### src/hw/rtl/kld_pkg.sv
// Package for the histogram KL divergence block: widths, constants,
// datapath command codes and the controller/datapath status bundle.
// No dependencies.
package kld_pkg;

    localparam int MAX_POINTS  = 1024;
    localparam int SAMPLE_BITS = 16;
    localparam int ADDR_W      = $clog2(MAX_POINTS);
    localparam int CNT_W       = $clog2(MAX_POINTS + 1);
    localparam int TOT_W       = SAMPLE_BITS + ADDR_W;
    localparam int FRAC_BITS   = 30;
    localparam int M_W         = FRAC_BITS + 1;
    localparam int EXP_W       = $clog2(TOT_W);
    localparam int LOG_W       = EXP_W + FRAC_BITS;
    localparam int W_FRAC      = 24;
    localparam int W_W         = W_FRAC + 1;
    localparam int SPLIT       = 18;
    localparam int PA_W        = SPLIT + W_W;
    localparam int PB_W        = LOG_W - SPLIT + W_W;
    localparam int SUM_W       = LOG_W + W_W;
    localparam int TERM_W      = SUM_W - W_FRAC;
    localparam int ACC_W       = TERM_W + ADDR_W + 2;
    localparam int OUT_SHIFT   = FRAC_BITS - 16;
    localparam int SH_W        = ACC_W - OUT_SHIFT;
    localparam int DIV_W       = 32;
    localparam int PAIR_W      = 2 * SAMPLE_BITS;

    localparam logic [W_W-1:0]   LN2_Q24 = W_W'(11629080);
    localparam logic [DIV_W-1:0] DIV_MAX = 32'h7fff_ffff;
    localparam logic [DIV_W-1:0] DIV_MIN = 32'h8000_0000;

    typedef enum logic [3:0] {
        OP_NONE,
        OP_LOAD,
        OP_TLOG,
        OP_SAVE,
        OP_PSTART,
        OP_DIFF,
        OP_MAG,
        OP_MUL_LN,
        OP_SUM_LN,
        OP_MUL_W,
        OP_SUM_W,
        OP_ACC,
        OP_SKIP,
        OP_RESULT
    } t_op;

    typedef struct packed {
        t_op op;
    } t_cmd;

    typedef struct packed {
        logic zero_sum;
        logic idx_end;
        logic both_nz;
        logic busy;
    } t_stat;

endpackage

### src/hw/rtl/kld_ctrl.sv
// Controller: accepts pairs, sequences the final pass over the store,
// and drives the result transfer.
// Depends on kld_pkg.
module kld_ctrl (
    input  logic            i_clk,
    input  logic            i_rst_n,
    input  logic            i_in_valid,
    input  logic            i_last_point,
    input  logic            i_out_ready,
    input  kld_pkg::t_stat  i_stat,
    output logic            o_in_ready,
    output logic            o_out_valid,
    output kld_pkg::t_cmd   o_cmd
);
    typedef enum logic [3:0] {
        S_IDLE, S_CHECK, S_TLOG, S_READ, S_WAITRD, S_PWAIT, S_MAG,
        S_MLN, S_SLN, S_MW, S_SW, S_ACC, S_RESULT
    } t_state;

    t_state r_state;
    logic   r_out_valid;
    logic   out_free;

    assign out_free   = !r_out_valid || i_out_ready;
    assign o_in_ready = (r_state == S_IDLE);

    always_comb begin
        o_cmd.op = kld_pkg::OP_NONE;
        case (r_state)
            S_IDLE:   o_cmd.op = i_in_valid ? kld_pkg::OP_LOAD : kld_pkg::OP_NONE;
            S_CHECK:  o_cmd.op = i_stat.zero_sum ? kld_pkg::OP_NONE : kld_pkg::OP_TLOG;
            S_TLOG:   o_cmd.op = i_stat.busy ? kld_pkg::OP_NONE : kld_pkg::OP_SAVE;
            S_WAITRD: o_cmd.op = i_stat.both_nz ? kld_pkg::OP_PSTART : kld_pkg::OP_SKIP;
            S_PWAIT:  o_cmd.op = i_stat.busy ? kld_pkg::OP_NONE : kld_pkg::OP_DIFF;
            S_MAG:    o_cmd.op = kld_pkg::OP_MAG;
            S_MLN:    o_cmd.op = kld_pkg::OP_MUL_LN;
            S_SLN:    o_cmd.op = kld_pkg::OP_SUM_LN;
            S_MW:     o_cmd.op = kld_pkg::OP_MUL_W;
            S_SW:     o_cmd.op = kld_pkg::OP_SUM_W;
            S_ACC:    o_cmd.op = kld_pkg::OP_ACC;
            S_RESULT: o_cmd.op = out_free ? kld_pkg::OP_RESULT : kld_pkg::OP_NONE;
            default:  o_cmd.op = kld_pkg::OP_NONE;
        endcase
    end

    always_ff @(posedge i_clk) begin
        if (!i_rst_n) begin
            r_state     <= S_IDLE;
            r_out_valid <= 1'b0;
        end else begin
            if (r_out_valid && i_out_ready && r_state != S_RESULT) begin
                r_out_valid <= 1'b0;
            end
            case (r_state)
                S_IDLE: begin
                    if (i_in_valid && i_last_point) begin
                        r_state <= S_CHECK;
                    end
                end
                S_CHECK:  r_state <= i_stat.zero_sum ? S_RESULT : S_TLOG;
                S_TLOG: begin
                    if (!i_stat.busy) begin
                        r_state <= S_READ;
                    end
                end
                S_READ:   r_state <= i_stat.idx_end ? S_RESULT : S_WAITRD;
                S_WAITRD: r_state <= i_stat.both_nz ? S_PWAIT : S_READ;
                S_PWAIT: begin
                    if (!i_stat.busy) begin
                        r_state <= S_MAG;
                    end
                end
                S_MAG:    r_state <= S_MLN;
                S_MLN:    r_state <= S_SLN;
                S_SLN:    r_state <= S_MW;
                S_MW:     r_state <= S_SW;
                S_SW:     r_state <= S_ACC;
                S_ACC:    r_state <= S_READ;
                S_RESULT: begin
                    if (out_free) begin
                        r_out_valid <= 1'b1;
                        r_state     <= S_IDLE;
                    end
                end
                default:  r_state <= S_IDLE;
            endcase
        end
    end

    assign o_out_valid = r_out_valid;

    a_start_busy: assert property (@(posedge i_clk) disable iff (!i_rst_n)
        o_cmd.op == kld_pkg::OP_PSTART |=> i_stat.busy)
        else $error("units did not start");
    a_result_valid: assert property (@(posedge i_clk) disable iff (!i_rst_n)
        o_cmd.op == kld_pkg::OP_RESULT |=> o_out_valid)
        else $error("result loaded without valid");
    a_pass_end: assert property (@(posedge i_clk) disable iff (!i_rst_n)
        (r_state == S_READ && i_stat.idx_end) |=> r_state == S_RESULT)
        else $error("pass did not end at stored count");
endmodule

### config.mk
export PLATFORM = sky130hd
export DESIGN_NAME = kld_ctrl
export DESIGN_NICKNAME = d
export VERILOG_FILES = /design/src/hw/rtl/kld_pkg.sv /design/src/hw/rtl/kld_ctrl.sv
export SDC_FILE = /design/constraint.sdc
export NUM_CORES = 1
export LEC_CHECK = 0
export BUFFER_PORTS_ARGS = -buffer_cell sky130_fd_sc_hd__buf_2
export CORE_MARGIN = 2
export CORE_UTILIZATION = 30
export CTS_CLUSTER_DIAMETER = 100
export CTS_CLUSTER_SIZE = 20
export DETAILED_ROUTE_END_ITERATION = 10
export PLACE_DENSITY = 0.59
export SETUP_SLACK_MARGIN = 0.5
export SLEW_MARGIN = 20
export SYNTH_ARGS = -nofsm -noshare
export SYNTH_HDL_FRONTEND = slang
export SYNTH_SLANG_ARGS = --single-unit
### constraint.sdc
create_clock -name i_clk -period 1.7 [get_ports i_clk]
set_clock_uncertainty 0.1 [all_clocks]
set_input_delay 0.085 -clock i_clk [delete_from_list [all_inputs] [get_ports i_clk]]
set_output_delay 0.085 -clock i_clk [all_outputs]
set_load 0.02 [all_outputs]
# Word-level counts from Yosys, hierarchy flattened

Index checks and enable logic that the tools add are counted.

Word-level logic and storage cells: 44
Input port bits: 9
Output and inout port bits: 6
Register bits: 5

Reductions and logical operators: 7
Eq/ne operators: 17
Multiplexer cells: 18

Operators with widths:

| cell                                                                     | count |
|---|---|
| 4-bit one-hot mux with 13 select lines                                   | 1 |
| 4-bit one-hot mux with 12 select lines                                   | 1 |
| 4-bit two-way mux                                                        | 8 |
| 4-bit == test (second input constant)                                    | 5 |
| 4-bit by 3-bit == test with 1-bit output (second input constant)         | 4 |
| 4-bit by 2-bit == test with 1-bit output (second input constant)         | 2 |
| 3-bit two-way mux                                                        | 2 |
| 2-bit inequality test (second input constant)                            | 3 |
| 4-bit by 1-bit == test with 1-bit output (second input constant)         | 1 |
| 4-bit logical NOT                                                        | 1 |
| 1-bit two-way mux                                                        | 4 |
| 2-bit two-way mux                                                        | 2 |
| 4-bit inequality test (second input constant)                            | 1 |
| 4-bit AND reduction                                                      | 1 |
| 1-bit logical AND                                                        | 3 |
| 2-bit by 1-bit inequality test with 1-bit output (second input constant) | 1 |
| 1-bit logical NOT                                                        | 1 |
| 1-bit logical OR                                                         | 1 |

# Depth between registers and ports, before layout

Word-level depth: 5
Mapped depth: 6
Mapped depth without buffers: 4

# Worst setup path before layout

Ideal clock, no wire load.

Path kind: register to register
Start point: register r_state[1]
End point: register r_state[0]
Path buffers: 1
Setup time: 72 ps
Data arrival time: 1452 ps
Period minus slack after synthesis: 1623 ps
Cell stages (with the launch flop): 6
Setup slack: 77 ps
Required time: 1528 ps
Cells stage by stage: dfxtp_1 > buf_6 > nor4_2 > a22oi_2 > o31ai_4 > mux2i_1

Longest elaborated chain between the ends: 3
Elaborated cells between the ends (all ways): 19
Classes of those cells: eq/ne (16); mux (1); reduce/logical (2)

RTL lines:

| item                                                              | RTL line       | RTL |
|---|---|---|
| from (decl)                                                       | kld_ctrl.sv:20 | `t_state r_state;` |
| from (signal assigned)                                            | kld_ctrl.sv:60 | `S_CHECK: r_state <= i_stat.zero_sum ? S_RESULT : S_TLOG;` |
| from (signal assigned)                                            | kld_ctrl.sv:66 | `S_READ: r_state <= i_stat.idx_end ? S_RESULT : S_WAITRD;` |
| from (signal assigned)                                            | kld_ctrl.sv:67 | `S_WAITRD: r_state <= i_stat.both_nz ? S_PWAIT : S_READ;` |
| 4-bit logical NOT (*)                                             | -              |  |
| named net o_in_ready                                              | kld_ctrl.sv:11 | `output logic o_in_ready,` |
| 2-bit by 1-bit inequality test with 1-bit output (no source line) | -              |  |
| 4-bit AND reduction (no source line)                              | -              |  |

The timed path passes the listed nets; every way through them passes the cells marked *.
A chain may end at the register's enable or synchronous reset.

==> impl_results.md <==
* Top_reg_cell synth: dfxtp_1
* TritonCTS clock tree: done
* Antenna violations before repair at 0
* Syn. warnings at 0
* Largest net degree at the start of global routing at 15
* Number of global-route vias before repair at 592
* Site Rows at 15
* Iter 0 DRT Violations at 33
* I/O Pins at 15
* Gpl congestion at 0.753
* Multi-input gate area at 503 µm²
* Hold Crit Class: in2reg
* Final Cell Area at 951 µm²
* H-tree Lvls at 1
* Fin. Hold Viols at 0
* Non-filler cells, final at 123
* Tmin final at 1.60 ns
* Worst skew pair latency at 0.25 ns
* Slew headroom at 75.8%
* CTS sink count at 5
* F_max at 624 MHz
* Post-route DRC at 0
* Via-per-instance ratio at 5.38
* Layout cells sized above 1 at 58.2%
* Placement Cell Area at 713 µm²
* Router iterations before antenna repair at 4
* Total gr overflow at 0
* Largest vdd supply drop at 0.596 mV
* Post-synth EDFFs at 0
* Yosys reg bits at 5
* ANT cells at 0
* Sequential share of the synthesized area at 17.9%
* Die area at 0.00223 mm²
* Drt wl/cell at 14.2 µm
* RSZ-0062 raised after global routing: yes
* R2R depth at 5
* WL final at 1.75 mm
* DP HPWL at 1.02 mm
* Post-Syn Area at 559 µm²
* Hold depth at 3
* Worst setup margin at 0.0966 ns
* CP max FO at 5
* Hold_buf cts at 0
* Status: complete, no violations
* Count of pins over their slew limit at 0
* CTS buffer count at 3
* GRT Total Usage at 16.0%
* Most frequent cells in the layout: buf_4, nor2_1, buf_2
* Setup-failing EPs final at 0
* Clk root buf: clkbuf_4
* Synth async-reset ratio at 0%
* Setup TNS Final at 0 ns
* Crit Path Category: reg2out
* Power per cell area at 1430 mW/mm²
* Slowest-stage cell, CP: dfxtp_2
* Port Buffer Count at 14
* Final ANT Viol Nets at 0
* Max Cap Viol at 0
* Global-route wire length before repair at 2.56 mm
* Netlist cell types at 37
* Commonest non-fill, non-tap cell in the layout: buf_4
* Routed via count at 662
* Worst EP arrival at 1.42 ns
* CP endpoint kind: output pin
* Syn Area/Cell at 7.77 µm²
* Die Wd at 47.2 µm
* Leakage at 0.369 nW
* Sequential cell area at 109 µm²
* FILL cells at 162
* Crit path cell chain: buf_12 > and2_4 > o21a_1 > a21oi_2 > o221ai_2 > buf_4
* WP data required at 1.51 ns
* Cells after synthesis at 72
* Clock transition at path regs at 0.05 ns
* CTS Buffer Depth at 2
* Crit path largest cell delay at 0.33 ns
* Post-route clock period utilization at 94.3%
* Core ar. at 0.00175 mm²
* Synthesized Nets at 81
* Worst slew pin tran at 0.361 ns
* Chip height at 47.2 µm
* Crit path launch type: flip-flop
* Initial core utilization at 32.0%
* DP Worst Slack at 0.213 ns
* Fin nets at 108
* Pwr Total at 1.36 mW
* Area growth syn-to-layout at 70.0%
* # placed instances at 110
repair_timing:
| item | 4_1_cts | 5_1_grt |
|---|---|---|
| setup buffers | 5 | 3 |
| pin swaps | 7 | 3 |
| endpoints found under the setup margin | 9 | 9 |
| gates resized for setup | 26 | 6 |
| cloned | 1 | 0 |
per-layer routing:
| layer | GRT usage, % | wire length, µm | share of wire (%) |
|---|---|---|---|
| met5 | 0 | 0 | 0 |
| met4 | 5.00 | 44 | 2.5 |
| met3 | 2.31 | 90 | 5.1 |
| met2 | 26.8 | 879 | 50 |
| met1 | 21.1 | 733 | 42 |
cells in the mapped netlist (2+ instances only):
cell type  n  area, µm²
nor2_1     9       33.8
o22ai_1    2       12.5
o21a_1     2       15.0
mux2i_1    3       30.0
dfxtp_1    5        100
inv_1      2       7.51
buf_2      3       15.0
a21oi_1    3       15.0
buf_4      2       15.0
o21ai_1    5       25.0
nand2_1    7       26.3
o2111ai_1  2       17.5
a22oi_1    2       15.0
nor2b_1    2       12.5
cells by family after synthesis:
kind of cell,after synthesis,synth area share (%)
buffers and inverters,11,11.0
DFF,5,17.9
muxes,4,9.40
and+or+nand+nor,28,29.1
AOI/OAI and AO/OA,24,32.7
sequential cells by signal, indices dropped and copies added, names as in the netlist:
register and flops:
r_state 4, o_out_valid 1
path summary, 6_finish.rpt:
check	startpoint	end	slack (ns)
worst max-delay path	r_state[0]$_SDFFE_PN0P_	o_cmd[0]	0.1
worst min-delay path	i_stat[0]	r_state[1]$_SDFFE_PN0P_	0.05
worst max register to register	r_state[0]$_SDFFE_PN0P_	r_state[2]$_SDFFE_PN0P_	0.17
worst min register to register	r_state[2]$_SDFFE_PN0P_	r_state[2]$_SDFFE_PN0P_	0.44
layout make-up:
type	instances	area share [%]
Sequential cell	5	11.4
Timing Repair Buffer	30	28.2
Inverter	3	1.45
Tap cell	25	3.29
Multi-Input combinational cell	56	52.9
Clock buffer	4	2.76
where the power goes:
| part | switching, mW | internal [mW] |
|---|---|---|
| logic | 0.497 | 0.532 |
| clock network | 0.0511 | 0.0889 |
| registers | 0.0428 | 0.152 |
| total | 0.591 | 0.772 |
per-stage QoR:
step | util, % | hold slack, ns
CTS | 51.0 | 0.0289
global route | 54.5 | 0.0568
floorplan | - | 0.129
finish | 54.5 | 0.0453
detailed placement | 40.9 | 0.299
global placement | 40.9 | 0.305
critical path, delay by kind of cell (launching register included):
family                 cells  cell delay (ns)
flip-flops                 1             0.33
AO/OA/AOI/OAI              3             0.39
buffers and inverters      2             0.29
AND/OR/NAND/NOR            1             0.16
Note: power is estimated with default switching activity, not from simulation.
